`config.mk`:
```
export PLATFORM = sky130hd
export DESIGN_NAME = md5_block_hash_top
export DESIGN_NICKNAME = d
export VERILOG_FILES = /design/src/design/md5bh_pkg.sv /design/src/design/md5_block_hash_top.sv /design/src/design/md5bh_front.sv /design/src/design/md5bh_queue.sv /design/src/design/md5bh_back.sv
export SDC_FILE = /design/constraint.sdc
export NUM_CORES = 2
export LEC_CHECK = 0
export ABC_CLOCK_PERIOD_IN_PS = 14500
export BUFFER_PORTS_ARGS = -buffer_cell sky130_fd_sc_hd__buf_2
export CORE_AREA = 2 2 322 324
export CTS_CLUSTER_DIAMETER = 80
export DETAILED_ROUTE_END_ITERATION = 12
export DIE_AREA = 0 0 324 326
export GPL_TIMING_DRIVEN = 0
export PLACE_DENSITY_LB_ADDON = 0.05
export REMOVE_ABC_BUFFERS = 1
export SLEW_MARGIN = 0
export SYNTH_ARGS = -nofsm -noshare
export SYNTH_HDL_FRONTEND = slang
export SYNTH_HIERARCHICAL = 1
export SYNTH_SLANG_ARGS = --single-unit
```
`constraint.sdc`:
```
create_clock -name clk_i -period 14.5 [get_ports clk_i]
set_input_delay 2.9 -clock clk_i [delete_from_list [all_inputs] [get_ports clk_i]]
set_output_delay 2.9 -clock clk_i [all_outputs]
set_load 0.01 [all_outputs]
```
`src/design/md5bh_pkg.sv`:
```
`default_nettype none

package md5bh_pkg;

  // Chaining word initial values.
  localparam logic [31:0] InitA = 32'h67452301;
  localparam logic [31:0] InitB = 32'hefcdab89;
  localparam logic [31:0] InitC = 32'h98badcfe;
  localparam logic [31:0] InitD = 32'h10325476;

  // Default depth of the word queue between front and back.
  localparam int unsigned QueueDepth = 8;

  // Last word position of a 16-word block.
  localparam logic [3:0] LastPos = 4'd15;

  // Last round of the compression.
  localparam logic [5:0] LastRound = 6'd63;

  // One word on its way from the front to the back.
  typedef struct packed {
    logic [31:0] word;
    logic [3:0]  pos;
    logic        emit;
  } entry_t;

  // Additive constant of each round.
  function automatic logic [31:0] round_const(input logic [5:0] r);
    logic [31:0] k;
    unique case (r)
      6'd0:  k = 32'hd76aa478;  6'd1:  k = 32'he8c7b756;
      6'd2:  k = 32'h242070db;  6'd3:  k = 32'hc1bdceee;
      6'd4:  k = 32'hf57c0faf;  6'd5:  k = 32'h4787c62a;
      6'd6:  k = 32'ha8304613;  6'd7:  k = 32'hfd469501;
      6'd8:  k = 32'h698098d8;  6'd9:  k = 32'h8b44f7af;
      6'd10: k = 32'hffff5bb1;  6'd11: k = 32'h895cd7be;
      6'd12: k = 32'h6b901122;  6'd13: k = 32'hfd987193;
      6'd14: k = 32'ha679438e;  6'd15: k = 32'h49b40821;
      6'd16: k = 32'hf61e2562;  6'd17: k = 32'hc040b340;
      6'd18: k = 32'h265e5a51;  6'd19: k = 32'he9b6c7aa;
      6'd20: k = 32'hd62f105d;  6'd21: k = 32'h02441453;
      6'd22: k = 32'hd8a1e681;  6'd23: k = 32'he7d3fbc8;
      6'd24: k = 32'h21e1cde6;  6'd25: k = 32'hc33707d6;
      6'd26: k = 32'hf4d50d87;  6'd27: k = 32'h455a14ed;
      6'd28: k = 32'ha9e3e905;  6'd29: k = 32'hfcefa3f8;
      6'd30: k = 32'h676f02d9;  6'd31: k = 32'h8d2a4c8a;
      6'd32: k = 32'hfffa3942;  6'd33: k = 32'h8771f681;
      6'd34: k = 32'h6d9d6122;  6'd35: k = 32'hfde5380c;
      6'd36: k = 32'ha4beea44;  6'd37: k = 32'h4bdecfa9;
      6'd38: k = 32'hf6bb4b60;  6'd39: k = 32'hbebfbc70;
      6'd40: k = 32'h289b7ec6;  6'd41: k = 32'heaa127fa;
      6'd42: k = 32'hd4ef3085;  6'd43: k = 32'h04881d05;
      6'd44: k = 32'hd9d4d039;  6'd45: k = 32'he6db99e5;
      6'd46: k = 32'h1fa27cf8;  6'd47: k = 32'hc4ac5665;
      6'd48: k = 32'hf4292244;  6'd49: k = 32'h432aff97;
      6'd50: k = 32'hab9423a7;  6'd51: k = 32'hfc93a039;
      6'd52: k = 32'h655b59c3;  6'd53: k = 32'h8f0ccc92;
      6'd54: k = 32'hffeff47d;  6'd55: k = 32'h85845dd1;
      6'd56: k = 32'h6fa87e4f;  6'd57: k = 32'hfe2ce6e0;
      6'd58: k = 32'ha3014314;  6'd59: k = 32'h4e0811a1;
      6'd60: k = 32'hf7537e82;  6'd61: k = 32'hbd3af235;
      6'd62: k = 32'h2ad7d2bb;  6'd63: k = 32'heb86d391;
      default: k = 32'h0;
    endcase
    return k;
  endfunction

  // Rotate amount of each round, by phase and round within a group of four.
  function automatic logic [4:0] rot_amount(input logic [5:0] r);
    logic [4:0] s;
    unique case ({r[5:4], r[1:0]})
      4'b0000: s = 5'd7;   4'b0001: s = 5'd12;
      4'b0010: s = 5'd17;  4'b0011: s = 5'd22;
      4'b0100: s = 5'd5;   4'b0101: s = 5'd9;
      4'b0110: s = 5'd14;  4'b0111: s = 5'd20;
      4'b1000: s = 5'd4;   4'b1001: s = 5'd11;
      4'b1010: s = 5'd16;  4'b1011: s = 5'd23;
      4'b1100: s = 5'd6;   4'b1101: s = 5'd10;
      4'b1110: s = 5'd15;  4'b1111: s = 5'd21;
      default: s = 5'd0;
    endcase
    return s;
  endfunction

  // Buffer index of the message word used in each round, modulo 16.
  function automatic logic [3:0] msg_index(input logic [5:0] r);
    logic [3:0] lo;
    logic [3:0] idx;
    lo = r[3:0];
    unique case (r[5:4])
      2'd0: idx = lo;
      2'd1: idx = (lo << 2) + lo + 4'd1;
      2'd2: idx = (lo << 1) + lo + 4'd5;
      2'd3: idx = (lo << 3) - lo;
      default: idx = lo;
    endcase
    return idx;
  endfunction

  // Rotate left of a 32-bit word.
  function automatic logic [31:0] rotl32(input logic [31:0] x, input logic [4:0] s);
    logic [63:0] t;
    t = {x, x} << s;
    return t[63:32];
  endfunction

endpackage

`default_nettype wire

```
`src/design/md5_block_hash_top.sv`:
```
// Path: the word closing the final block goes through the word queue into the
// block buffer, then the prefetch step, the rounds and the final step, which
// latches the digest once any earlier digest is taken. Block rate is set by the
// one-round-per-cycle compression unit plus the word-at-a-time buffer load.
// Reset: rst_ni is asynchronous, active low; it loads the MD5 initial chaining
// words, clears the word position and empties the word queue.
`default_nettype none

module md5_block_hash_top #(
  parameter int unsigned QueueDepth = md5bh_pkg::QueueDepth
) (
  input  wire logic        clk_i,
  input  wire logic        rst_ni,
  input  wire logic        in_valid_i,
  output logic             in_ready_o,
  input  wire logic [31:0] message_word_i,
  input  wire logic        last_word_i,
  output logic             out_valid_o,
  input  wire logic        out_ready_i,
  output logic [31:0]      digest_a_o,
  output logic [31:0]      digest_b_o,
  output logic [31:0]      digest_c_o,
  output logic [31:0]      digest_d_o
);

  md5bh_pkg::entry_t push_entry, pop_entry;
  logic              push_valid, push_ready, pop_valid, pop_ready;

  // Front: takes words and tags block position and digest request.
  md5bh_front u_front (
    .clk_i          (clk_i),
    .rst_ni         (rst_ni),
    .in_valid_i     (in_valid_i),
    .in_ready_o     (in_ready_o),
    .message_word_i (message_word_i),
    .last_word_i    (last_word_i),
    .push_valid_o   (push_valid),
    .push_ready_i   (push_ready),
    .push_entry_o   (push_entry)
  );

  // Word queue lets the front keep taking words during compression.
  md5bh_queue #(
    .Depth (QueueDepth)
  ) u_queue (
    .clk_i        (clk_i),
    .rst_ni       (rst_ni),
    .push_valid_i (push_valid),
    .push_ready_o (push_ready),
    .push_entry_i (push_entry),
    .pop_valid_o  (pop_valid),
    .pop_ready_i  (pop_ready),
    .pop_entry_o  (pop_entry)
  );

  // Back: block buffer, compression rounds and digest register.
  md5bh_back u_back (
    .clk_i       (clk_i),
    .rst_ni      (rst_ni),
    .pop_valid_i (pop_valid),
    .pop_ready_o (pop_ready),
    .pop_entry_i (pop_entry),
    .out_valid_o (out_valid_o),
    .out_ready_i (out_ready_i),
    .digest_a_o  (digest_a_o),
    .digest_b_o  (digest_b_o),
    .digest_c_o  (digest_c_o),
    .digest_d_o  (digest_d_o)
  );

endmodule

`default_nettype wire

```
`src/design/md5bh_front.sv`:
```
`default_nettype none

module md5bh_front (
  input  wire logic              clk_i,
  input  wire logic              rst_ni,
  input  wire logic              in_valid_i,
  output logic                   in_ready_o,
  input  wire logic [31:0]       message_word_i,
  input  wire logic              last_word_i,
  output logic                   push_valid_o,
  input  wire logic              push_ready_i,
  output md5bh_pkg::entry_t      push_entry_o
);

  logic [3:0] pos_q, pos_d;
  logic       accept;

  // A word is taken whenever the queue has room.
  assign in_ready_o   = push_ready_i;
  assign push_valid_o = in_valid_i;
  assign accept       = in_valid_i & push_ready_i;

  // Tag each word with its block position; the last mark only counts when the
  // word closes a block.
  always_comb begin
    push_entry_o.word = message_word_i;
    push_entry_o.pos  = pos_q;
    push_entry_o.emit = last_word_i & (pos_q == md5bh_pkg::LastPos);
  end

  // Position wraps after sixteen words.
  assign pos_d = accept ? pos_q + 4'd1 : pos_q;

  always_ff @(posedge clk_i or negedge rst_ni) begin
    if (!rst_ni) begin
      pos_q <= 4'd0;
    end else begin
      pos_q <= pos_d;
    end
  end

endmodule

`default_nettype wire

```
`src/design/md5bh_queue.sv`:
```
`default_nettype none

module md5bh_queue #(
  parameter int unsigned Depth = md5bh_pkg::QueueDepth
) (
  input  wire logic              clk_i,
  input  wire logic              rst_ni,
  input  wire logic              push_valid_i,
  output logic                   push_ready_o,
  input  wire md5bh_pkg::entry_t push_entry_i,
  output logic                   pop_valid_o,
  input  wire logic              pop_ready_i,
  output md5bh_pkg::entry_t      pop_entry_o
);

  localparam int unsigned PtrW = (Depth > 1) ? $clog2(Depth) : 1;
  localparam int unsigned CntW = $clog2(Depth + 1);
  localparam logic [PtrW-1:0] PtrLast = PtrW'(Depth - 1);
  localparam logic [CntW-1:0] CntFull = CntW'(Depth);

  md5bh_pkg::entry_t mem_q [Depth];
  logic [PtrW-1:0]   wr_ptr_q, wr_ptr_d, rd_ptr_q, rd_ptr_d;
  logic [CntW-1:0]   count_q, count_d;
  logic              push, pop;

  assign push_ready_o = (count_q != CntFull);
  assign pop_valid_o  = (count_q != '0);
  assign push         = push_valid_i & push_ready_o;
  assign pop          = pop_valid_o & pop_ready_i;
  assign pop_entry_o  = mem_q[rd_ptr_q];

  // Pointer and fill count update.
  always_comb begin
    wr_ptr_d = wr_ptr_q;
    rd_ptr_d = rd_ptr_q;
    count_d  = count_q;
    if (push) begin
      wr_ptr_d = (wr_ptr_q == PtrLast) ? '0 : wr_ptr_q + 1'b1;
    end
    if (pop) begin
      rd_ptr_d = (rd_ptr_q == PtrLast) ? '0 : rd_ptr_q + 1'b1;
    end
    if (push && !pop) begin
      count_d = count_q + 1'b1;
    end else if (pop && !push) begin
      count_d = count_q - 1'b1;
    end
  end

  always_ff @(posedge clk_i or negedge rst_ni) begin
    if (!rst_ni) begin
      wr_ptr_q <= '0;
      rd_ptr_q <= '0;
      count_q  <= '0;
    end else begin
      wr_ptr_q <= wr_ptr_d;
      rd_ptr_q <= rd_ptr_d;
      count_q  <= count_d;
    end
  end

  // Entry storage.
  always_ff @(posedge clk_i) begin
    if (push) begin
      mem_q[wr_ptr_q] <= push_entry_i;
    end
  end

endmodule

`default_nettype wire

```
`src/design/md5bh_back.sv`:
```
`default_nettype none

module md5bh_back (
  input  wire logic              clk_i,
  input  wire logic              rst_ni,
  input  wire logic              pop_valid_i,
  output logic                   pop_ready_o,
  input  wire md5bh_pkg::entry_t pop_entry_i,
  output logic                   out_valid_o,
  input  wire logic              out_ready_i,
  output logic [31:0]            digest_a_o,
  output logic [31:0]            digest_b_o,
  output logic [31:0]            digest_c_o,
  output logic [31:0]            digest_d_o
);

  typedef enum logic [1:0] {StLoad, StPre, StRound, StFinal} state_e;

  state_e      state_q;
  logic [5:0]  rnd_q;
  logic        emit_q;
  logic        out_valid_q;
  logic [31:0] ch_a_q, ch_b_q, ch_c_q, ch_d_q;

  logic [31:0] blk_q [16];
  logic [31:0] a_q, b_q, c_q, d_q, km_q;
  logic [31:0] dig_a_q, dig_b_q, dig_c_q, dig_d_q;

  logic [5:0]  rnd_next;
  logic [31:0] f_w, mix_w, b_new;
  logic [31:0] sum_a, sum_b, sum_c, sum_d;
  logic        pop, out_free, final_done;

  assign pop_ready_o = (state_q == StLoad);
  assign pop         = pop_valid_i & pop_ready_o;
  assign out_free    = !out_valid_q || out_ready_i;
  assign final_done  = (state_q == StFinal) && (!emit_q || out_free);

  // Round after the current one; also the first round while in the prefetch step.
  assign rnd_next = (state_q == StPre) ? 6'd0 : rnd_q + 6'd1;

  // Round function selected by phase.
  always_comb begin
    unique case (rnd_q[5:4])
      2'd0: f_w = (b_q & c_q) | (~b_q & d_q);
      2'd1: f_w = (b_q & d_q) | (c_q & ~d_q);
      2'd2: f_w = b_q ^ c_q ^ d_q;
      2'd3: f_w = c_q ^ (b_q | ~d_q);
      default: f_w = '0;
    endcase
  end

  // One round: the constant plus message word comes prefetched from a register.
  assign mix_w = a_q + f_w + km_q;
  assign b_new = b_q + md5bh_pkg::rotl32(mix_w, md5bh_pkg::rot_amount(rnd_q));

  // Feed-forward into the chaining words.
  assign sum_a = ch_a_q + a_q;
  assign sum_b = ch_b_q + b_q;
  assign sum_c = ch_c_q + c_q;
  assign sum_d = ch_d_q + d_q;

  // Sequencer, chaining words and result valid.
  always_ff @(posedge clk_i or negedge rst_ni) begin
    if (!rst_ni) begin
      state_q     <= StLoad;
      rnd_q       <= 6'd0;
      emit_q      <= 1'b0;
      out_valid_q <= 1'b0;
      ch_a_q      <= md5bh_pkg::InitA;
      ch_b_q      <= md5bh_pkg::InitB;
      ch_c_q      <= md5bh_pkg::InitC;
      ch_d_q      <= md5bh_pkg::InitD;
    end else begin
      // Result valid rises when a digest is latched and falls once it is taken.
      if (final_done && emit_q) begin
        out_valid_q <= 1'b1;
      end else if (out_valid_q && out_ready_i) begin
        out_valid_q <= 1'b0;
      end
      unique case (state_q)
        StLoad: begin
          if (pop && pop_entry_i.pos == md5bh_pkg::LastPos) begin
            emit_q  <= pop_entry_i.emit;
            state_q <= StPre;
          end
        end
        StPre: begin
          rnd_q   <= 6'd0;
          state_q <= StRound;
        end
        StRound: begin
          rnd_q <= rnd_next;
          if (rnd_q == md5bh_pkg::LastRound) begin
            state_q <= StFinal;
          end
        end
        StFinal: begin
          if (final_done) begin
            state_q <= StLoad;
            if (emit_q) begin
              ch_a_q      <= md5bh_pkg::InitA;
              ch_b_q      <= md5bh_pkg::InitB;
              ch_c_q      <= md5bh_pkg::InitC;
              ch_d_q      <= md5bh_pkg::InitD;
            end else begin
              ch_a_q <= sum_a;
              ch_b_q <= sum_b;
              ch_c_q <= sum_c;
              ch_d_q <= sum_d;
            end
          end
        end
        default: state_q <= StLoad;
      endcase
    end
  end

  // Block buffer, working words, prefetched round addend and digest register.
  always_ff @(posedge clk_i) begin
    if (pop) begin
      blk_q[pop_entry_i.pos] <= pop_entry_i.word;
      if (pop_entry_i.pos == md5bh_pkg::LastPos) begin
        a_q <= ch_a_q;
        b_q <= ch_b_q;
        c_q <= ch_c_q;
        d_q <= ch_d_q;
      end
    end
    if (state_q == StPre || state_q == StRound) begin
      km_q <= md5bh_pkg::round_const(rnd_next) + blk_q[md5bh_pkg::msg_index(rnd_next)];
    end
    if (state_q == StRound) begin
      a_q <= d_q;
      b_q <= b_new;
      c_q <= b_q;
      d_q <= c_q;
    end
    if (final_done && emit_q) begin
      dig_a_q <= sum_a;
      dig_b_q <= sum_b;
      dig_c_q <= sum_c;
      dig_d_q <= sum_d;
    end
  end

  assign out_valid_o = out_valid_q;
  assign digest_a_o  = dig_a_q;
  assign digest_b_o  = dig_b_q;
  assign digest_c_o  = dig_c_q;
  assign digest_d_o  = dig_d_q;

endmodule

`default_nettype wire

```
After elaboration in Yosys (flattened, before gate mapping):

Memories as Yosys holds them, arrays and structs flattened.
Cells that the tools add are included.

* bits of input ports: 37
* memory bits (writable): 808
* memories: 4
* bits in registers: 440
* memory bits (read-only): 2128
* word-level logic and storage cells: 140

Memories
* (no name shown): words 64, width 32, rd ports 1, clocked after memory_dff 0, write ports 0, line md5bh_pkg.sv:30 `unique case (r)`
* u_back.blk_q: words 16, width 32, rd ports 1, clocked after memory_dff 0, write ports 1, line md5bh_back.sv:25 `logic [31:0] blk_q [16];`
* u_queue.mem_q: words 8, width 37, rd ports 1, clocked after memory_dff 0, write ports 1, line md5bh_queue.sv:21 `md5bh_pkg::entry_t mem_q [Depth];`
* (no name shown): words 16, width 5, rd ports 1, clocked after memory_dff 0, write ports 0, line md5bh_pkg.sv:71 `unique case ({r[5:4], r[1:0]})`

* equal/unequal tests: 18
* muxes and demuxes: 36
* shift operators: 1
* add/sub/neg operators: 19
* reductions and logical operators: 26
* bitwise logic cells: 15

Operator list (number)
* 2-to-1 mux 32 bit: 17
* adder 32 bit: 8
* AND 32 bit: 4
* one-hot mux 32 bit (4 select lines): 1
* bitwise OR 32 bit: 3
* XOR 32 bit: 3
* NOT 32 bit: 2
* left shift 64 x 5 -> 64 bit: 1
* one-hot mux 4 bit (4 select lines): 1
* adder 4 x 1 -> 4 bit (second input constant): 3
* == test 2 bit (second input constant): 6
* 2-to-1 mux 4 bit: 3
* one-hot mux 6 bit (2 select lines): 1
* nonzero test 2 bit: 5
* adder 4 bit: 2
* == test 4 bit (second input constant): 2
* one-hot mux 2 bit (4 select lines): 1
* adder 3 x 1 -> 3 bit (second input constant): 2
* adder 6 x 1 -> 6 bit (second input constant): 1
* == test 2 x 1 -> 1 bit (second input constant): 3
* == test 3 bit (second input constant): 2
* == test 6 bit (second input constant): 1
* logical AND 1 bit: 6
* logical NOT 2 bit: 3
* 16 further kinds: 34

Longest topological paths before layout:

* word-level depth: 9
* depth in mapped cells: 38
* mapped depth without buffers: 34

Modules after synthesis:

The synthesis kept the hierarchy.

By module, submodules not included
* md5bh_back: cells an instance 4442, sequential area each 27556.4 µm², times used 1, area an instance 53487.5 µm²
* md5bh_queue: cells an instance 492, sequential area each 9138.8 µm², times used 1, area an instance 11985.2 µm²
* md5bh_front: cells an instance 48, sequential area each 100.1 µm², times used 1, area an instance 440.4 µm²

Worst setup path after synthesis:

Ideal clock, no wire load.

* path kind: in2reg
* from: input port out_ready_i
* to: register u_back.out_valid_q, in the netlist u_back/out_valid_o
* setup slack: 5.109 ns
* setup time: 0.099 ns
* path buffers: 1
* stages on the path: 6
* arrival time: 9.292 ns
* cell sequence: nor2b_1 > nand2_1 > nand2_1 > clkbuf_1 > nor2_1 > or2_2

* longest elaborated chain between the ends: 5

RTL lines
* start, declared: line md5_block_hash_top.sv:19 `input wire logic out_ready_i,`
* logical OR 1 bit: line md5bh_back.sv:36 `assign out_free = !out_valid_q || out_ready_i;`
* logical OR 1 bit: line md5bh_back.sv:37 `assign final_done = (state_q == StFinal) && (!emit_q || out_free);`
* logical AND 1 bit: line md5bh_back.sv:37
* logical AND 1 bit: line md5bh_back.sv:76 `if (final_done && emit_q) begin`
* 2-to-1 mux 1 bit or nonzero test 2 bit (tied branches)
* end signal, assigned: line md5bh_back.sv:69 `out_valid_q <= 1'b0;`
* end signal, assigned: line md5bh_back.sv:77 `out_valid_q <= 1'b1;`
* end signal, assigned: line md5bh_back.sv:79 `out_valid_q <= 1'b0;`
* end, declared: line md5bh_back.sv:22 `logic out_valid_q;`

Parallel ways exist; a longest one is shown, timed or not.
A chain may end at the register's enable or synchronous reset.

Final worst setup path:

* from: register u_back.rnd_q[0]
* to: register u_back.km_q[30], data pin

* longest elaborated chain between the ends: 8

RTL lines
* start, declared: line md5bh_back.sv:20 `logic [5:0] rnd_q;`
* start signal, assigned: line md5bh_back.sv:93 `rnd_q <= rnd_next;`
* adder 6 x 1 -> 6 bit *: line md5bh_back.sv:40 `assign rnd_next = (state_q == StPre) ? 6'd0 : rnd_q + 6'd1;`
* 2-to-1 mux 6 bit *: line md5bh_back.sv:40
* adder 4 bit (on tied branches): line md5bh_pkg.sv:93, md5bh_pkg.sv:92
* adder 4 x 3 -> 4 bit or adder 4 x 1 -> 4 bit (tied branches): line md5bh_pkg.sv:93, md5bh_pkg.sv:92
* one-hot mux 4 bit (4 select lines): line md5bh_pkg.sv:90 `unique case (r[5:4])`
* 2-to-1 mux 4 bit: line md5bh_back.sv:130 `if (state_q == StPre || state_q == StRound) begin`
* memory read (16 x 32 bit)
* adder 32 bit *: line md5bh_back.sv:131 `km_q <= md5bh_pkg::round_const(rnd_next) + blk_q[md5bh_pkg::msg_index(rnd_next)];`
* end signal, assigned: line md5bh_back.sv:131
* end, declared: line md5bh_back.sv:26 `logic [31:0] a_q, b_q, c_q, d_q, km_q;`

Every way passes the cells marked *; elsewhere a longest branch is shown, timed or not. The select of a mux whose other input is x is not followed.

==> parameters.txt <==
Parameter                              Value

Die
  Ports placed on the boundary ... 167
  Site row count ... 118
  Initial standard-cell utilization of the core ... 64.2%
  Full die area ... 106000 sq um
  Area of the core ... 103000 sq um
  Die H ... 326 um
  DIE WIDTH ... between 300 and 400 um

STA
  RSZ-0062 raised after global routing ... false
  Post-route minimum period ... roughly 12 ns
  Max-slew headroom ... 4.12%
  Measured slew at the worst slew-check pin ... ~1.4 ns
  Final-report setup violation count ... 0
  Fin Clk Skew ... 0.0304 ns
  Max Slew Vio Count ... 0
  Share of the cycle needed by the critical path after routing ... ~83%
  Number of hold-slack violations in the final timing report ... 0
  Final TNS setup ... 0 ns
  Fmax achieved ... between 80 and 90 MHz

Cells and area
  Filler cell count in the final layout ... 6773
  Core utilization of the finished layout ... a little under three quarters
  Syn-to-layout area delta ... 11.7%
  Final Instance Count excl. Fillers ... 6599
  Post-layout nets ... 5457
  Fraction of layout cells with a size suffix above 1 ... between 15 and 20%

Place
  Port Buffer Count ... 166
  Routability congestion estimate ... 0.956
  Inst Count DP ... ~6.4k
  Post-DP HPWL ... 120000 um

Synth
  Cell area after synthesis ... 65900 sq um
  Library cells used by synthesis ... 93
  Average size of a mapped cell ... 13.2 sq um
  Most frequent cell after synthesis ... edfxtp_1
  Post-synthesis cell count ... 4982
  Area fraction of the dominant cell type after synthesis ... about half
  Most instantiated flip-flop cell in the synthesis netlist ... edfxtp_1
  #FFs+latches synth ... approximately 1.2k
  Top area cells in the synthesized netlist ... edfxtp_1 (50%), mux4_2 (6.6%), ha_1 (5.1%)
  Post-synth EDFFs ... 1096
  Part of the Yosys area used for sequential elements ... 55.8%
  Proportion of synthesized flip-flops having asynchronous set or reset ... 12.2%
  Cell taking the most area after synthesis ... edfxtp_1
  Yosys warns ... 6
  Commonest cells in the synthesized netlist ... edfxtp_1 (1096), a21oi_1 (352), nand2_1 (332)

Worst setup path
  Crit path top cell by count ... ha_1
  CP arrival ... 12.52 ns
  Delay-heaviest family, CP ... compound AO/OA/AOI/OAI gates
  Cell with the largest stage delay on the worst path ... nor2_1
  Highest net fanout along the worst path ... 21
  Delay of the slowest cell on the worst path ... 1.20 ns
  Kind of start point of the critical path ... flop
  Nature of the critical path endpoint ... flop
  Crit path kind ... reg2reg
  Number of buffers and inverters on the critical path ... 4
  Crit path required time ... 14.99 ns

Clocking
  Clock-pin slew reported for the worst setup and hold paths after clock tree synthesis ... about 0.06 ns
  TritonCTS clock tree ... built
  CTS max path bufs ... 3
  Number of setup buffers added after CTS ... 0
  Sink Count ... 1248
  Clock latency on the worst-skew pair ... around 0.75 ns
  CTS Root Cell ... clkbuf_16
  Number of levels the H-tree was split into ... 4
  Post-CTS Hold Buffers ... 0
  Count of cells resized by post-cts repair ... 0
  Number of buffers created by CTS ... 131

Power
  Power Dens Cells ... 107 nW/um^2
  Max IR drop VDD ... 0.129 mV
  Static leakage ... 0.0271 uW

Drt
  Final ANT Viol Nets ... 0
  Count of TritonRoute iterations in the first routing pass ... 6
  Detail-routed via count per cell ... 6.63
  Number of design-rule violations left by the first detailed-router iteration ... between 4k and 5k
  Per-cell routed wire length ... 27.0 um
  Remaining design rule violation count ... 0
  Total Routed Length ... 178000 um
  Routed via count ... roughly 44k

Global routing
  Maximum number of pins on one net before global-route repair ... 106
  Global route total overflow ... 0
  Total routing usage reported by global routing ... about a third
  Wire length of the first global-routing pass ... 266000 um
  Via count of the first global-routing pass ... 42.5k
  Antenna violations before repair ... 6

Flow run
  Number of max-capacitance violations reported ... 0

Outcome
  Result of the run ... finished, final reports clean

Worst hold path
  Min-Delay Path Class ... reg2reg
==> power by group <==
group	leakage, uW	internal [uW]	switching [uW]	total (uW)
Combinational	0.0131	125	234	360
Sequential	0.0119	4090	64.1	4160
Clock	0.00206	1900	1430	3330
Total	0.0271	6120	1730	7840
==> layout by cell type, fill, tap and decap left out, drive strengths merged, types with 27 or more instances in the layout <==
cell type,instances
buf,273
xor2,68
inv,78
and3,27
ha,268
mux2i,112
o211ai,47
nand2b,34
clkbuf,163
a21oi,352
dfrtp,88
mux4,204
nor2,288
nand3,88
clkinv,50
dfstp,64
a22o,54
nor2b,63
xnor2,181
fa,44
edfxtp,1096
a31oi,69
o22a,56
nor3,133
mux2,192
a22oi,31
nand2,335
o21a,48
a21o,80
a211oi,70
o21ai,234
==> worst reg2reg max path, cell delays in order (launching register included) <==
cell and delay [ns]:
dfrtp_1 0.92, clkinv_1 0.55, ha_1 0.81, nor2_1 1.20
clkinv_1 1.12, ha_1 1.15, mux2i_1 0.26, nor2_4 0.80
buf_12 0.31, buf_12 0.23, mux4_2 0.55, nor2b_1 0.15
a211oi_1 0.27, a21oi_1 0.20, ha_1 0.40, nor2b_1 0.15
o21ai_2 0.16, a211o_1 0.17, a21oi_1 0.08, o41a_1 0.46
o32a_1 0.40, a221o_1 0.43, o311a_1 0.43, o31a_1 0.27
o21a_1 0.18, nor2_2 0.09, xnor2_1 0.06
==> cell type report <==
cell class	count	area, sq um	share of cell area [%]
Clock buffer	163	3490	4.74
Tap cell	1380	1730	2.34
Inverter	73	274	0.372
Timing Repair Buffer	273	2670	3.63
Antenna cell	3	7.51	0.0102
Sequential cell	1248	36800	50.0
Multi-Input combinational cell	3381	27800	37.8
Clock inverter	78	820	1.11
==> logic make-up (layout without fill, tap and decap cells) <==
logic type               count (synthesis)  after routing  share of synthesized area, %
flip-flops                            1248           1248                          55.8
multiplexers                           508            508                          12.2
AO/OA/AOI/OAI                         1232           1232                          12.2
adder cells (fa/ha/maj)                312            312                          6.42
XOR/XNOR                               249            249                          3.31
AND/OR/NAND/NOR                       1080           1080                          7.57
other                                    0              3                             0
buffers and inverters                  353            587                          2.43
==> metal layers <==
layer | share of wire, % | up-vias | GRT usage [%]
li1 | - | 19600 | -
met1 | 39 | 21900 | 44.1
met2 | 50 | 1884 | 57.0
met3 | 6.5 | 383 | 4.32
met4 | 4.8 | 6 | 15.8
met5 | 0.021 | - | 0
==> through the flow <==
stage | power [uW] | area (sq um) | setup WS (ns) | hold slack (ns)
2_1_floorplan | 4390 | 64600 | -3.86 | 0.443
3_3_place_gp | 4530 | 67100 | -11.08 | 0.451
3_5_place_dp | 4580 | 69300 | 2.78 | 0.457
4_1_cts | 7900 | 73600 | 2.75 | 0.466
5_1_grt | 8050 | 73600 | 1.98 | 0.485
6_report | 7840 | 73600 | 2.48 | 0.465
==> state kept, by name, indices dropped and copies added, names as in the netlist, 6 cells and up <==
signal,cells
u_back/digest_c_o,32
u_back/ch_d_q,32
u_back/blk_q,512
u_back/digest_a_o,32
u_back/d_q,32
u_back/digest_b_o,32
u_back/ch_c_q,32
u_back/c_q,32
u_queue/mem_q,296
u_back/ch_a_q,32
u_back/digest_d_o,32
u_back/b_q,32
u_back/rnd_q,6
u_back/km_q,32
u_back/a_q,32
u_back/ch_b_q,32
==> worst paths after layout <==
path                       slack [ns]               from  depth (start not counted)                 to
max in group asynchronous       11.33             rst_ni                          2    u_back/rnd_q[4]
min reg2reg                      0.46  u_back/ch_c_q[20]                          2  u_back/ch_c_q[20]
max                              2.48    u_back/rnd_q[0]                         26    u_back/km_q[30]
min in group asynchronous        2.14             rst_ni                          1   u_back/ch_b_q[6]
min                              0.46  u_back/ch_c_q[20]                          2  u_back/ch_c_q[20]
max reg2reg                      2.48    u_back/rnd_q[0]                         26    u_back/km_q[30]
(Power assumes the default switching activity.)
